`src/hw/rtl/deq_pkg.sv`:
```
`default_nettype none

package deq_pkg;

  localparam int DEPTH       = 32;
  localparam int VALUE_WIDTH = 32;
  localparam int CNT_W       = $clog2(DEPTH + 1);

  localparam logic [2:0] REQ_PUSH_FRONT = 3'd0;
  localparam logic [2:0] REQ_PUSH_BACK  = 3'd1;
  localparam logic [2:0] REQ_POP_FRONT  = 3'd2;
  localparam logic [2:0] REQ_POP_BACK   = 3'd3;
  localparam logic [2:0] REQ_DUMP       = 3'd4;

  localparam logic [1:0] STATUS_OK    = 2'd0;
  localparam logic [1:0] STATUS_EMPTY = 2'd1;
  localparam logic [1:0] STATUS_FULL  = 2'd2;

  typedef enum logic [2:0] {
    OP_HOLD       = 3'd0,
    OP_PUSH_FRONT = 3'd1,
    OP_PUSH_BACK  = 3'd2,
    OP_POP_FRONT  = 3'd3,
    OP_POP_BACK   = 3'd4,
    OP_ROTATE     = 3'd5
  } cell_op_t;

  typedef enum logic [1:0] {
    ST_IDLE = 2'b01,
    ST_DUMP = 2'b10
  } state_t;

  typedef logic [VALUE_WIDTH-1:0] value_t;

  // Sign extension or truncation between the 32-bit ports and the stored width.
  function automatic value_t from_port(input logic [31:0] x);
    value_t v;
    for (int b = 0; b < VALUE_WIDTH; b++) begin
      v[b] = x[(b < 32) ? b : 31];
    end
    return v;
  endfunction

  function automatic logic [31:0] to_port(input value_t x);
    logic [31:0] v;
    for (int b = 0; b < 32; b++) begin
      v[b] = x[(b < VALUE_WIDTH) ? b : VALUE_WIDTH - 1];
    end
    return v;
  endfunction

endpackage

`default_nettype wire

```
`src/hw/rtl/deq_cell.sv`:
```
`default_nettype none

module deq_cell (
  input  wire logic              clk,
  input  wire logic              rst,
  input  deq_pkg::cell_op_t      op,
  input  deq_pkg::value_t        push_value,
  input  deq_pkg::value_t        left_value,
  input  wire logic              left_valid,
  input  deq_pkg::value_t        right_value,
  input  wire logic              right_valid,
  input  deq_pkg::value_t        head_value,
  output deq_pkg::value_t        value,
  output logic                   valid
);

  logic is_tail;
  logic is_free_head;

  // The occupied cells always form a run starting at cell zero.
  assign is_tail      = valid && !right_valid;
  assign is_free_head = !valid && left_valid;

  always_ff @(posedge clk) begin
    if (rst) begin
      valid <= 1'b0;
    end else begin
      unique case (op)
        deq_pkg::OP_PUSH_FRONT: valid <= left_valid;
        deq_pkg::OP_PUSH_BACK:  if (is_free_head) valid <= 1'b1;
        deq_pkg::OP_POP_FRONT:  valid <= right_valid;
        deq_pkg::OP_POP_BACK:   if (is_tail) valid <= 1'b0;
        default: ;
      endcase
    end
  end

  always_ff @(posedge clk) begin
    unique case (op)
      deq_pkg::OP_PUSH_FRONT: value <= left_value;
      deq_pkg::OP_PUSH_BACK:  if (is_free_head) value <= push_value;
      deq_pkg::OP_POP_FRONT:  value <= right_value;
      deq_pkg::OP_ROTATE: begin
        if (is_tail) value <= head_value;
        else if (valid) value <= right_value;
      end
      default: ;
    endcase
  end

endmodule

`default_nettype wire

```
`src/hw/rtl/deq_ctrl.sv`:
```
`default_nettype none

module deq_ctrl (
  input  wire logic                       clk,
  input  wire logic                       rst,
  input  wire logic                       start,
  input  wire logic [2:0]                 req_type,
  input  deq_pkg::value_t                 head_value,
  output logic                            busy,
  output deq_pkg::cell_op_t               op,
  output logic [deq_pkg::CNT_W-1:0]       count,
  output logic                            strobe,
  output logic [1:0]                      status,
  output logic signed [31:0]              entry_value,
  output logic                            last
);

  deq_pkg::state_t state;
  logic [deq_pkg::CNT_W-1:0] idx;
  logic accept;
  logic full;
  logic empty;
  logic dump_last;

  assign busy      = (state == deq_pkg::ST_DUMP);
  assign accept    = start && !busy;
  assign full      = (count == deq_pkg::CNT_W'(deq_pkg::DEPTH));
  assign empty     = (count == '0);
  assign dump_last = ((idx + deq_pkg::CNT_W'(1)) == count);

  always_comb begin
    op = deq_pkg::OP_HOLD;
    if (busy) begin
      op = deq_pkg::OP_ROTATE;
    end else if (accept) begin
      unique case (req_type) inside
        deq_pkg::REQ_PUSH_FRONT: if (!full) op = deq_pkg::OP_PUSH_FRONT;
        deq_pkg::REQ_PUSH_BACK:  if (!full) op = deq_pkg::OP_PUSH_BACK;
        deq_pkg::REQ_POP_FRONT:  if (!empty) op = deq_pkg::OP_POP_FRONT;
        deq_pkg::REQ_POP_BACK:   if (!empty) op = deq_pkg::OP_POP_BACK;
        default: ;
      endcase
    end
  end

  always_ff @(posedge clk) begin
    if (rst) begin
      state       <= deq_pkg::ST_IDLE;
      count       <= '0;
      idx         <= '0;
      strobe      <= 1'b0;
      status      <= deq_pkg::STATUS_OK;
      entry_value <= '0;
      last        <= 1'b0;
    end else begin
      strobe <= 1'b0;
      unique case (state)
        deq_pkg::ST_IDLE: begin
          if (accept) begin
            status      <= deq_pkg::STATUS_OK;
            entry_value <= '0;
            last        <= 1'b1;
            unique case (req_type) inside
              deq_pkg::REQ_PUSH_FRONT, deq_pkg::REQ_PUSH_BACK: begin
                strobe <= 1'b1;
                if (full) status <= deq_pkg::STATUS_FULL;
                else count <= count + deq_pkg::CNT_W'(1);
              end
              deq_pkg::REQ_POP_FRONT, deq_pkg::REQ_POP_BACK: begin
                strobe <= 1'b1;
                if (empty) status <= deq_pkg::STATUS_EMPTY;
                else count <= count - deq_pkg::CNT_W'(1);
              end
              deq_pkg::REQ_DUMP: begin
                if (empty) begin
                  strobe <= 1'b1;
                  status <= deq_pkg::STATUS_EMPTY;
                end else begin
                  state <= deq_pkg::ST_DUMP;
                  idx   <= '0;
                end
              end
              default: ;
            endcase
          end
        end
        deq_pkg::ST_DUMP: begin
          strobe      <= 1'b1;
          status      <= deq_pkg::STATUS_OK;
          entry_value <= deq_pkg::to_port(head_value);
          last        <= dump_last;
          idx         <= idx + deq_pkg::CNT_W'(1);
          if (dump_last) state <= deq_pkg::ST_IDLE;
        end
        default: state <= deq_pkg::ST_IDLE;
      endcase
    end
  end

endmodule

`default_nettype wire

```
`src/hw/rtl/double_ended_queue.sv`:
```
`default_nettype none

// Double-ended queue built as a row of cells, front entry in cell zero. A push or pop
// is taken whenever busy is low and answers with one strobed result in the next cycle,
// so such items can follow one per cycle. A dump of a non-empty queue holds busy high
// and streams one entry per cycle, front to back, by rotating the cell row; a dump of
// an empty queue answers with one EMPTY result. Results appear for one cycle only and
// must be captured on strobe, as the receiver cannot stall the block.
module double_ended_queue (
  input  wire logic               clk,
  input  wire logic               rst,
  input  wire logic               start,
  output logic                    busy,
  input  wire logic [2:0]         req_type,
  input  wire logic signed [31:0] push_value,
  output logic                    strobe,
  output logic [1:0]              status,
  output logic signed [31:0]      entry_value,
  output logic                    last
);

  deq_pkg::cell_op_t op;
  deq_pkg::value_t cell_value [deq_pkg::DEPTH];
  logic [deq_pkg::DEPTH-1:0] cell_valid;
  logic [deq_pkg::CNT_W-1:0] count;
  deq_pkg::value_t push_ext;

  assign push_ext = deq_pkg::from_port(push_value);

  deq_ctrl u_ctrl (
    .clk         (clk),
    .rst         (rst),
    .start       (start),
    .req_type    (req_type),
    .head_value  (cell_value[0]),
    .busy        (busy),
    .op          (op),
    .count       (count),
    .strobe      (strobe),
    .status      (status),
    .entry_value (entry_value),
    .last        (last)
  );

  for (genvar i = 0; i < deq_pkg::DEPTH; i++) begin : g_cell
    deq_pkg::value_t left_value;
    deq_pkg::value_t right_value;
    logic left_valid;
    logic right_valid;

    if (i == 0) begin : g_first
      assign left_value = push_ext;
      assign left_valid = 1'b1;
    end else begin : g_mid_left
      assign left_value = cell_value[i-1];
      assign left_valid = cell_valid[i-1];
    end

    if (i == deq_pkg::DEPTH - 1) begin : g_last
      assign right_value = '0;
      assign right_valid = 1'b0;
    end else begin : g_mid_right
      assign right_value = cell_value[i+1];
      assign right_valid = cell_valid[i+1];
    end

    deq_cell u_cell (
      .clk         (clk),
      .rst         (rst),
      .op          (op),
      .push_value  (push_ext),
      .left_value  (left_value),
      .left_valid  (left_valid),
      .right_value (right_value),
      .right_valid (right_valid),
      .head_value  (cell_value[0]),
      .value       (cell_value[i]),
      .valid       (cell_valid[i])
    );
  end

`ifndef SYNTHESIS
  a_count_matches_cells: assert property (@(posedge clk) disable iff (rst)
    $countones(cell_valid) == int'(count))
    else $error("Entry count disagrees with occupied cells.");

  a_cells_contiguous: assert property (@(posedge clk) disable iff (rst)
    ((cell_valid + deq_pkg::DEPTH'(1)) & cell_valid) == '0)
    else $error("Occupied cells do not start at the front.");

  a_dump_streams: assert property (@(posedge clk) disable iff (rst)
    busy |=> strobe)
    else $error("A dump cycle gave no item.");

  a_error_is_last: assert property (@(posedge clk) disable iff (rst)
    (strobe && status != deq_pkg::STATUS_OK) |-> last)
    else $error("An error item was not marked last.");
`endif

endmodule

`default_nettype wire
```
`config.mk`:
```
export PLATFORM = sky130hd
export DESIGN_NAME = double_ended_queue
export DESIGN_NICKNAME = d
export VERILOG_FILES = /design/src/hw/rtl/deq_pkg.sv /design/src/hw/rtl/deq_cell.sv /design/src/hw/rtl/deq_ctrl.sv /design/src/hw/rtl/double_ended_queue.sv
export SDC_FILE = /design/constraint.sdc
export NUM_CORES = 2
export LEC_CHECK = 0
export BUFFER_PORTS_ARGS = -buffer_cell sky130_fd_sc_hd__buf_2
export CORE_MARGIN = 3
export CORE_UTILIZATION = 55
export DETAILED_ROUTE_END_ITERATION = 12
export PLACE_DENSITY = 0.71
export REMOVE_ABC_BUFFERS = 1
export SETUP_SLACK_MARGIN = 0.02
export SLEW_MARGIN = 30
export SYNTH_ARGS = -nofsm -noshare
export SYNTH_HDL_FRONTEND = slang
export SYNTH_SLANG_ARGS = --single-unit
```
`constraint.sdc`:
```
create_clock -name clk -period 5.5 [get_ports clk]
set_input_delay 1.1 -clock clk [delete_from_list [all_inputs] [get_ports clk]]
set_output_delay 1.1 -clock clk [all_outputs]
set_load 0.01 [all_outputs]
```
### Yosys cells after proc, flatten, opt, wreduce, memory -nomap -nowiden

Cells that the tools add are included.

| storage, ports and cells | value |
|---|---|
| flip-flop bits (word level) | 1106 |
| input port bits | 38 |
| word-level logic and storage cells | 588 |

| cells by class | value |
|---|---|
| $add $sub $neg | 3 |
| eq/ne operators | 115 |
| multiplexer cells | 253 |
| reduce and logical (&&, ||, !) cells | 146 |

Operators by type and width:

| operator | count |
|---|---|
| one-hot mux 32 bit (4 select lines) | 32 |
| 2-to-1 mux 32 bit | 96 |
| AND reduction 3 bit | 61 |
| inequality test 2 x 1 -> 1 bit (second input constant) | 66 |
| one-hot mux 1 bit (4 select lines) | 30 |
| inequality test 3 x 1 -> 1 bit (second input constant) | 30 |
| 2-to-1 mux 1 bit | 67 |
| one-hot mux 32 bit (2 select lines) | 1 |
| logical AND 1 bit | 32 |
| zero test 1 bit | 32 |
| 2-to-1 mux 6 bit | 5 |
| one-hot mux 6 bit (2 select lines) | 2 |
| 2-to-1 mux 2 bit | 8 |
| adder 6 x 1 -> 6 bit (second input constant) | 2 |
| == test 3 x 2 -> 1 bit (second input constant) | 4 |
| inequality test 2 bit (second input constant) | 6 |
| one-hot mux 2 bit (2 select lines) | 3 |
| one-hot mux 3 bit (4 select lines) | 1 |
| AND reduction 4 bit | 3 |
| == test 3 bit (second input constant) | 3 |
| 2-to-1 mux 3 bit | 3 |
| nonzero test 4 bit | 2 |
| OR reduction 2 bit | 4 |
| == test 3 x 1 -> 1 bit (second input constant) | 2 |
| other kinds (15) | 22 |

### Logic depth before layout (Yosys ltp)

| logic depth | value |
|---|---|
| depth in word-level cells | 9 |
| mapped depth | 12 |

### Cells and area by module

A second synthesis with hierarchy kept.

| second synthesis, totals | value |
|---|---|
| cells, all modules | 8808 |
| area total of the unflattened synthesis | 88489.9 µm² |

Modules (own cells, without submodules):

| module | times used | cells an instance | area an instance (µm²) | seq. area each (µm²) |
|---|---|---|---|---|
| deq_cell | 32 | 266 | 2690.1 | 980.9 |
| deq_ctrl | 1 | 294 | 2399.8 | 1001.0 |
| double_ended_queue | 1 | 2 | 7.5 | 0.0 |

### Least setup slack after synthesis

OpenSTA, ideal clock, no wires.

| path | value |
|---|---|
| path kind | input port to flip-flop |
| from | in req_type[2] |
| to | reg g_cell[29].u_cell.value[0] (enable) |
| setup time | 0.466 ns |
| arrival | 4.607 ns |
| data required time | 5.034 ns |
| slack | 0.428 ns |
| stages | 6 |
| buffers on the path | 2 |
| cells stage by stage | or3b_1 -> buf_4 -> a211oi_4 -> a31oi_2 -> clkbuf_1 -> o21ai_0 |

| on the way | value |
|---|---|
| cells in the longest elaborated chain, start to end | 7 |

Ends and longest elaborated chain:

| element | line | source |
|---|---|---|
| from (decl) | double_ended_queue.sv:14 | `input wire logic [2:0] req_type,` |
| == test 3 x 2 -> 1 bit (no source line) (tied with other cells) | - |  |
| one-hot mux 3 bit (4 select lines) (*) | deq_ctrl.sv:36 | `unique case (req_type) inside` |
| 2-to-1 mux 3 bit (*) | deq_ctrl.sv:35 | `end else if (accept) begin` |
| 2-to-1 mux 3 bit (*) | deq_ctrl.sv:33 | `if (busy) begin` |
| == test 3 bit (tied with other cells) | deq_cell.sv:39 | `unique case (op)` |
| inequality test 3 x 1 -> 1 bit (no source line) (tied with other cells) | - |  |
| AND reduction 3 bit (no source line) (*) | - |  |
| to (signal assigned) | deq_cell.sv:40 | `deq_pkg::OP_PUSH_FRONT: value <= left_value;` |
| to (signal assigned) | deq_cell.sv:41 | `deq_pkg::OP_PUSH_BACK: if (is_free_head) value <= push_value;` |
| to (signal assigned) | deq_cell.sv:42 | `deq_pkg::OP_POP_FRONT: value <= right_value;` |
| to (decl) | deq_cell.sv:13 | `output deq_pkg::value_t value,` |

Every way passes the cells marked *; elsewhere a longest branch is shown, timed or not.
A chain may end at the register's enable or synchronous reset.

### Worst setup path in the final report

| path | value |
|---|---|
| from | reg u_ctrl.state[0] |
| to | reg g_cell[1].u_cell.value[6] (enable) |

| on the way | value |
|---|---|
| cells in the longest elaborated chain, start to end | 8 |

Ends and longest elaborated chain:

| element | line | source |
|---|---|---|
| from (decl) | deq_ctrl.sv:18 | `deq_pkg::state_t state;` |
| from (signal assigned) | deq_ctrl.sv:48 | `state <= deq_pkg::ST_IDLE;` |
| from (signal assigned) | deq_ctrl.sv:79 | `state <= deq_pkg::ST_DUMP;` |
| from (signal assigned) | deq_ctrl.sv:93 | `if (dump_last) state <= deq_pkg::ST_IDLE;` |
| == test 2 bit (*) | deq_ctrl.sv:25 | `assign busy = (state == deq_pkg::ST_DUMP);` |
| zero test 1 bit | deq_ctrl.sv:26 | `assign accept = start && !busy;` |
| logical AND 1 bit | deq_ctrl.sv:26 |  |
| 2-to-1 mux 3 bit | deq_ctrl.sv:35 |  |
| 2-to-1 mux 3 bit (*) | deq_ctrl.sv:33 |  |
| == test 3 bit (tied with other cells) | deq_cell.sv:39 |  |
| inequality test 3 x 1 -> 1 bit (no source line) (tied with other cells) | - |  |
| AND reduction 3 bit (no source line) (*) | - |  |
| to (signal assigned) | deq_cell.sv:40 |  |
| to (signal assigned) | deq_cell.sv:41 |  |
| to (signal assigned) | deq_cell.sv:42 |  |
| to (decl) | deq_cell.sv:13 |  |

Marked as above.

==> reports/summary.txt <==
EDFF count, synth = 1024
Final number of max-transition violations = 0
Number of flip-flops and latches in the synthesized netlist = 1106
Final Non-Filler Cells = 6481
Fraction of registers with async set/reset = 0%
Via Count = 45100
Tcrit/Tclk final = 69.0%
Count of buffers added by post-CTS timing repair for setup = 0
Share of power burned in registers = 51.2%
Avg Vias per Cell = 6.96
Number of placed instances with taps included = 6258
RSZ-0062 raised after global routing = no
Highest-delay cell along the critical path = sky130_fd_sc_hd__nor3b_2
Number of gates resized after CTS = 0
Layout filler cell count = 7998
Type of element capturing the critical path = register
Maximum level of the CTS H-tree = 3
Most common cell after layout, fill and taps aside = sky130_fd_sc_hd__nand2_1
Final worst hold slack = 460 ps
Num CTS Buffers = 118
Psw = 0.00475 W
Root buffer selected by CTS = sky130_fd_sc_hd__clkbuf_16
Power Density = 320 nW/µm²
Final setup violating endpoints = 0
Cells traversed along the worst timing path = inv_1 > ha_4 > buf_4 > nor3b_2 > o31ai_1 > nor2_1 > nor2_1 > a2bb2oi_4 > buf_4
Number of failing hold endpoints at the final stage = 0
Static power due to leakage = 22.9 nW
Worst Setup Start Kind = register
Number of optimization iterations in the first detailed-route pass = 13
Data required time of the worst path = 5830 ps
Final-stage net count = 5138
GR Util All Layers = 30.4%
Die area = 104000 µm²
Routed wire length = 162 mm
Num ports = 75
Total number of clock tree sinks = 1106
Worst-case vdd ir drop = 0.249 mV
Initial antenna violation count = 2
GPL Wtd Cong = 0.855
Clock tree from TritonCTS = yes
Achievable frequency = 0.264 GHz
Most frequent cells in the layout = sky130_fd_sc_hd__nand2_1, sky130_fd_sc_hd__edfxtp_1, sky130_fd_sc_hd__nand3_1
Max Fanout on Critical Path = 47
Num rows = 115
Main flop type after synthesis = sky130_fd_sc_hd__edfxtp_1
Switching part of the total power = 24.5%
Hold buffers post-CTS = 0
Vias in the first global route = 44200
Internal Pwr Total = 0.0146 W
Inserted Diodes = 0
Max Cap Violations = 0
Worst relative slew slack = 26.9%
Outcome = finished, violations left
Clock input transition at the sequential cells of the worst setup and hold paths = 60 ps
Total chip power = 0.0194 W
YS warnings = 0
Data arrival time of the critical path = 4120 ps
Drc violations = 1
Setup skew after layout = 31.1 ps
Area used by multi-input combinational logic = 20900 µm²
Total area of sequential cells = 32400 µm²
Proportion of synthesized chip area in sequential cells = 58.7%
DP HPWL = 103 mm
Share of cells above drive strength 1 = 10.9%
Number of buffers between clock root and the deepest sink = 3
Initial Util = 55.8%
Slowest Stage Delay on Critical Path = 630 ps
Setup total negative slack = 0 ps
Violations in the final reports = DRC
HP Class = reg2reg
Area added between synthesis and finish = 9.81%
Share of the synthesized area in the top cell type = 55.8%
Die Width = 323 µm
Part of the total power dissipated in the clock network = 40.6%
GRT Residual Overflow = 0
Worst-margin pin slew = 1100 ps
Number of nets with antenna violations after detailed routing = 0
Clk_lat worst skew = 710 ps
Number of DRC markers after the initial detailed-route iteration = 6786
Dominant cells by area after synthesis = sky130_fd_sc_hd__edfxtp_1, sky130_fd_sc_hd__nand2_1, sky130_fd_sc_hd__a22oi_1
Final critical-path required period = 3790 ps
Post-Syn Area = 55100 µm²
Average wire per cell in the routed design = 25.0 µm
Global-route wire length before repair = 253 mm
Number of port buffers = 74
Gate count after technology mapping = 5303
Type of the worst setup path = reg2reg
Post-Place Worst Slack = 1220 ps
Pin count of the biggest net entering global routing = 209
Syn Area/Cell = 10.4 µm²
Unique cell type count in the Yosys netlist = 73
Combinational share of power = 8.2%
Post-synth top area cell = sky130_fd_sc_hd__edfxtp_1
Final worst setup slack = 1710 ps
Area of the core region = 98900 µm²
Chip Height = 323 µm
==> layer usage <==
layer  part of all wire (%)  track usage, %  vias up
li1                       -               -    19800
met1                     39            41.7    22400
met2                     47            49.5     2603
met3                     10            5.08      365
met4                    3.1            10.1        6
met5                  0.035               0        -
==> worst paths after layout <==
| check | depth (start not counted) | slack (ps) | to | from |
|---|---|---|---|---|
| worst max-delay path | 9 | 1710 | g_cell[1].u_cell.value[6] | u_ctrl.state[0] |
| worst max register to register | 9 | 1710 | g_cell[1].u_cell.value[6] | u_ctrl.state[0] |
| worst min-delay path | 2 | 460 | u_ctrl.status[1] | u_ctrl.status[1] |
| worst min register to register | 2 | 460 | u_ctrl.status[1] | u_ctrl.status[1] |
==> cell type report <==
class	count	area share [%]
Inverter	25	0.163
Clock inverter	72	0.975
Sequential cell	1106	53.5
Clock buffer	150	5.18
Tap cell	1287	2.66
Timing Repair Buffer	252	3.07
Multi-Input combinational cell	3589	34.5
==> Yosys cell counts, drive strengths merged, types with 3 or more instances <==
library cell and number:
clkbuf 384, edfxtp 1024, nand2 1409, or3 3, a221o 39, a211o 3
nor3b 8, xor2 3, or2 3, o21a 3, a22oi 607, mux2 33
a2111oi 3, nand3 648, buf 199, ha 7, o31ai 4, a22o 12
o311a 13, inv 24, o221a 5, o22ai 20, nor2 94, a21oi 117
a222oi 150, xnor2 8, nand2b 37, and2 10, a31oi 7, nor3 11
dfxtp 82, a211oi 25, a311oi 3, o21ai 68, a21o 9, a221oi 171
mux2i 28
==> registers in the layout, indices dropped and copies added, names as in the netlist <==
register / count
g_cell.u_cell.valid: 32
u_ctrl.state: 2
u_ctrl.entry_value: 32
u_ctrl.idx: 6
g_cell.u_cell.value: 1024
u_ctrl.count: 6
u_ctrl.last: 1
u_ctrl.status: 2
u_ctrl.strobe: 1
==> power groups by stage <==
stage,Sequential (W),Combinational [W],Clock [W]
4_1_cts,0.00991,0.00156,0.00791
5_1_grt,0.00995,0.00173,0.00824
3_5_place_dp,0.0101,0.00155,0
3_3_place_gp,0.0101,0.00148,0
2_1_floorplan,0.0101,0.00155,0
6_report,0.00992,0.00158,0.00786
==> cell families (layout without fill, tap and decap cells) <==
kind of cell,Yosys count,after routing,share of synthesized area (%)
compound gates,1274,1274,18.0
xor+xnor,11,11,0.175
fa+ha+maj,8,8,0.195
buf+inv,608,499,4.58
flops,1106,1106,58.7
mux,61,61,1.18
simple gates,2235,2235,17.2
==> worst max-delay path, delay by kind of cell (launching register included) <==
kind | cells | cell delay [ps]
adder cells (fa/ha/maj) | 1 | 170
AND/OR/NAND/NOR | 3 | 1350
AO/OA/AOI/OAI | 2 | 450
buffers and inverters | 3 | 1030
flip-flops | 1 | 380
==> through the flow <==
| step | instance area (µm²) | utilization, % |
|---|---|---|
| after floorplan | 52700 | - |
| after global placement | 56700 | 57.3 |
| after detailed placement | 56800 | 57.4 |
| after CTS | 60500 | 61.2 |
| after global routing | 60500 | 61.3 |
| final | 60500 | 61.3 |
Power figures use the tool's default switching activity.
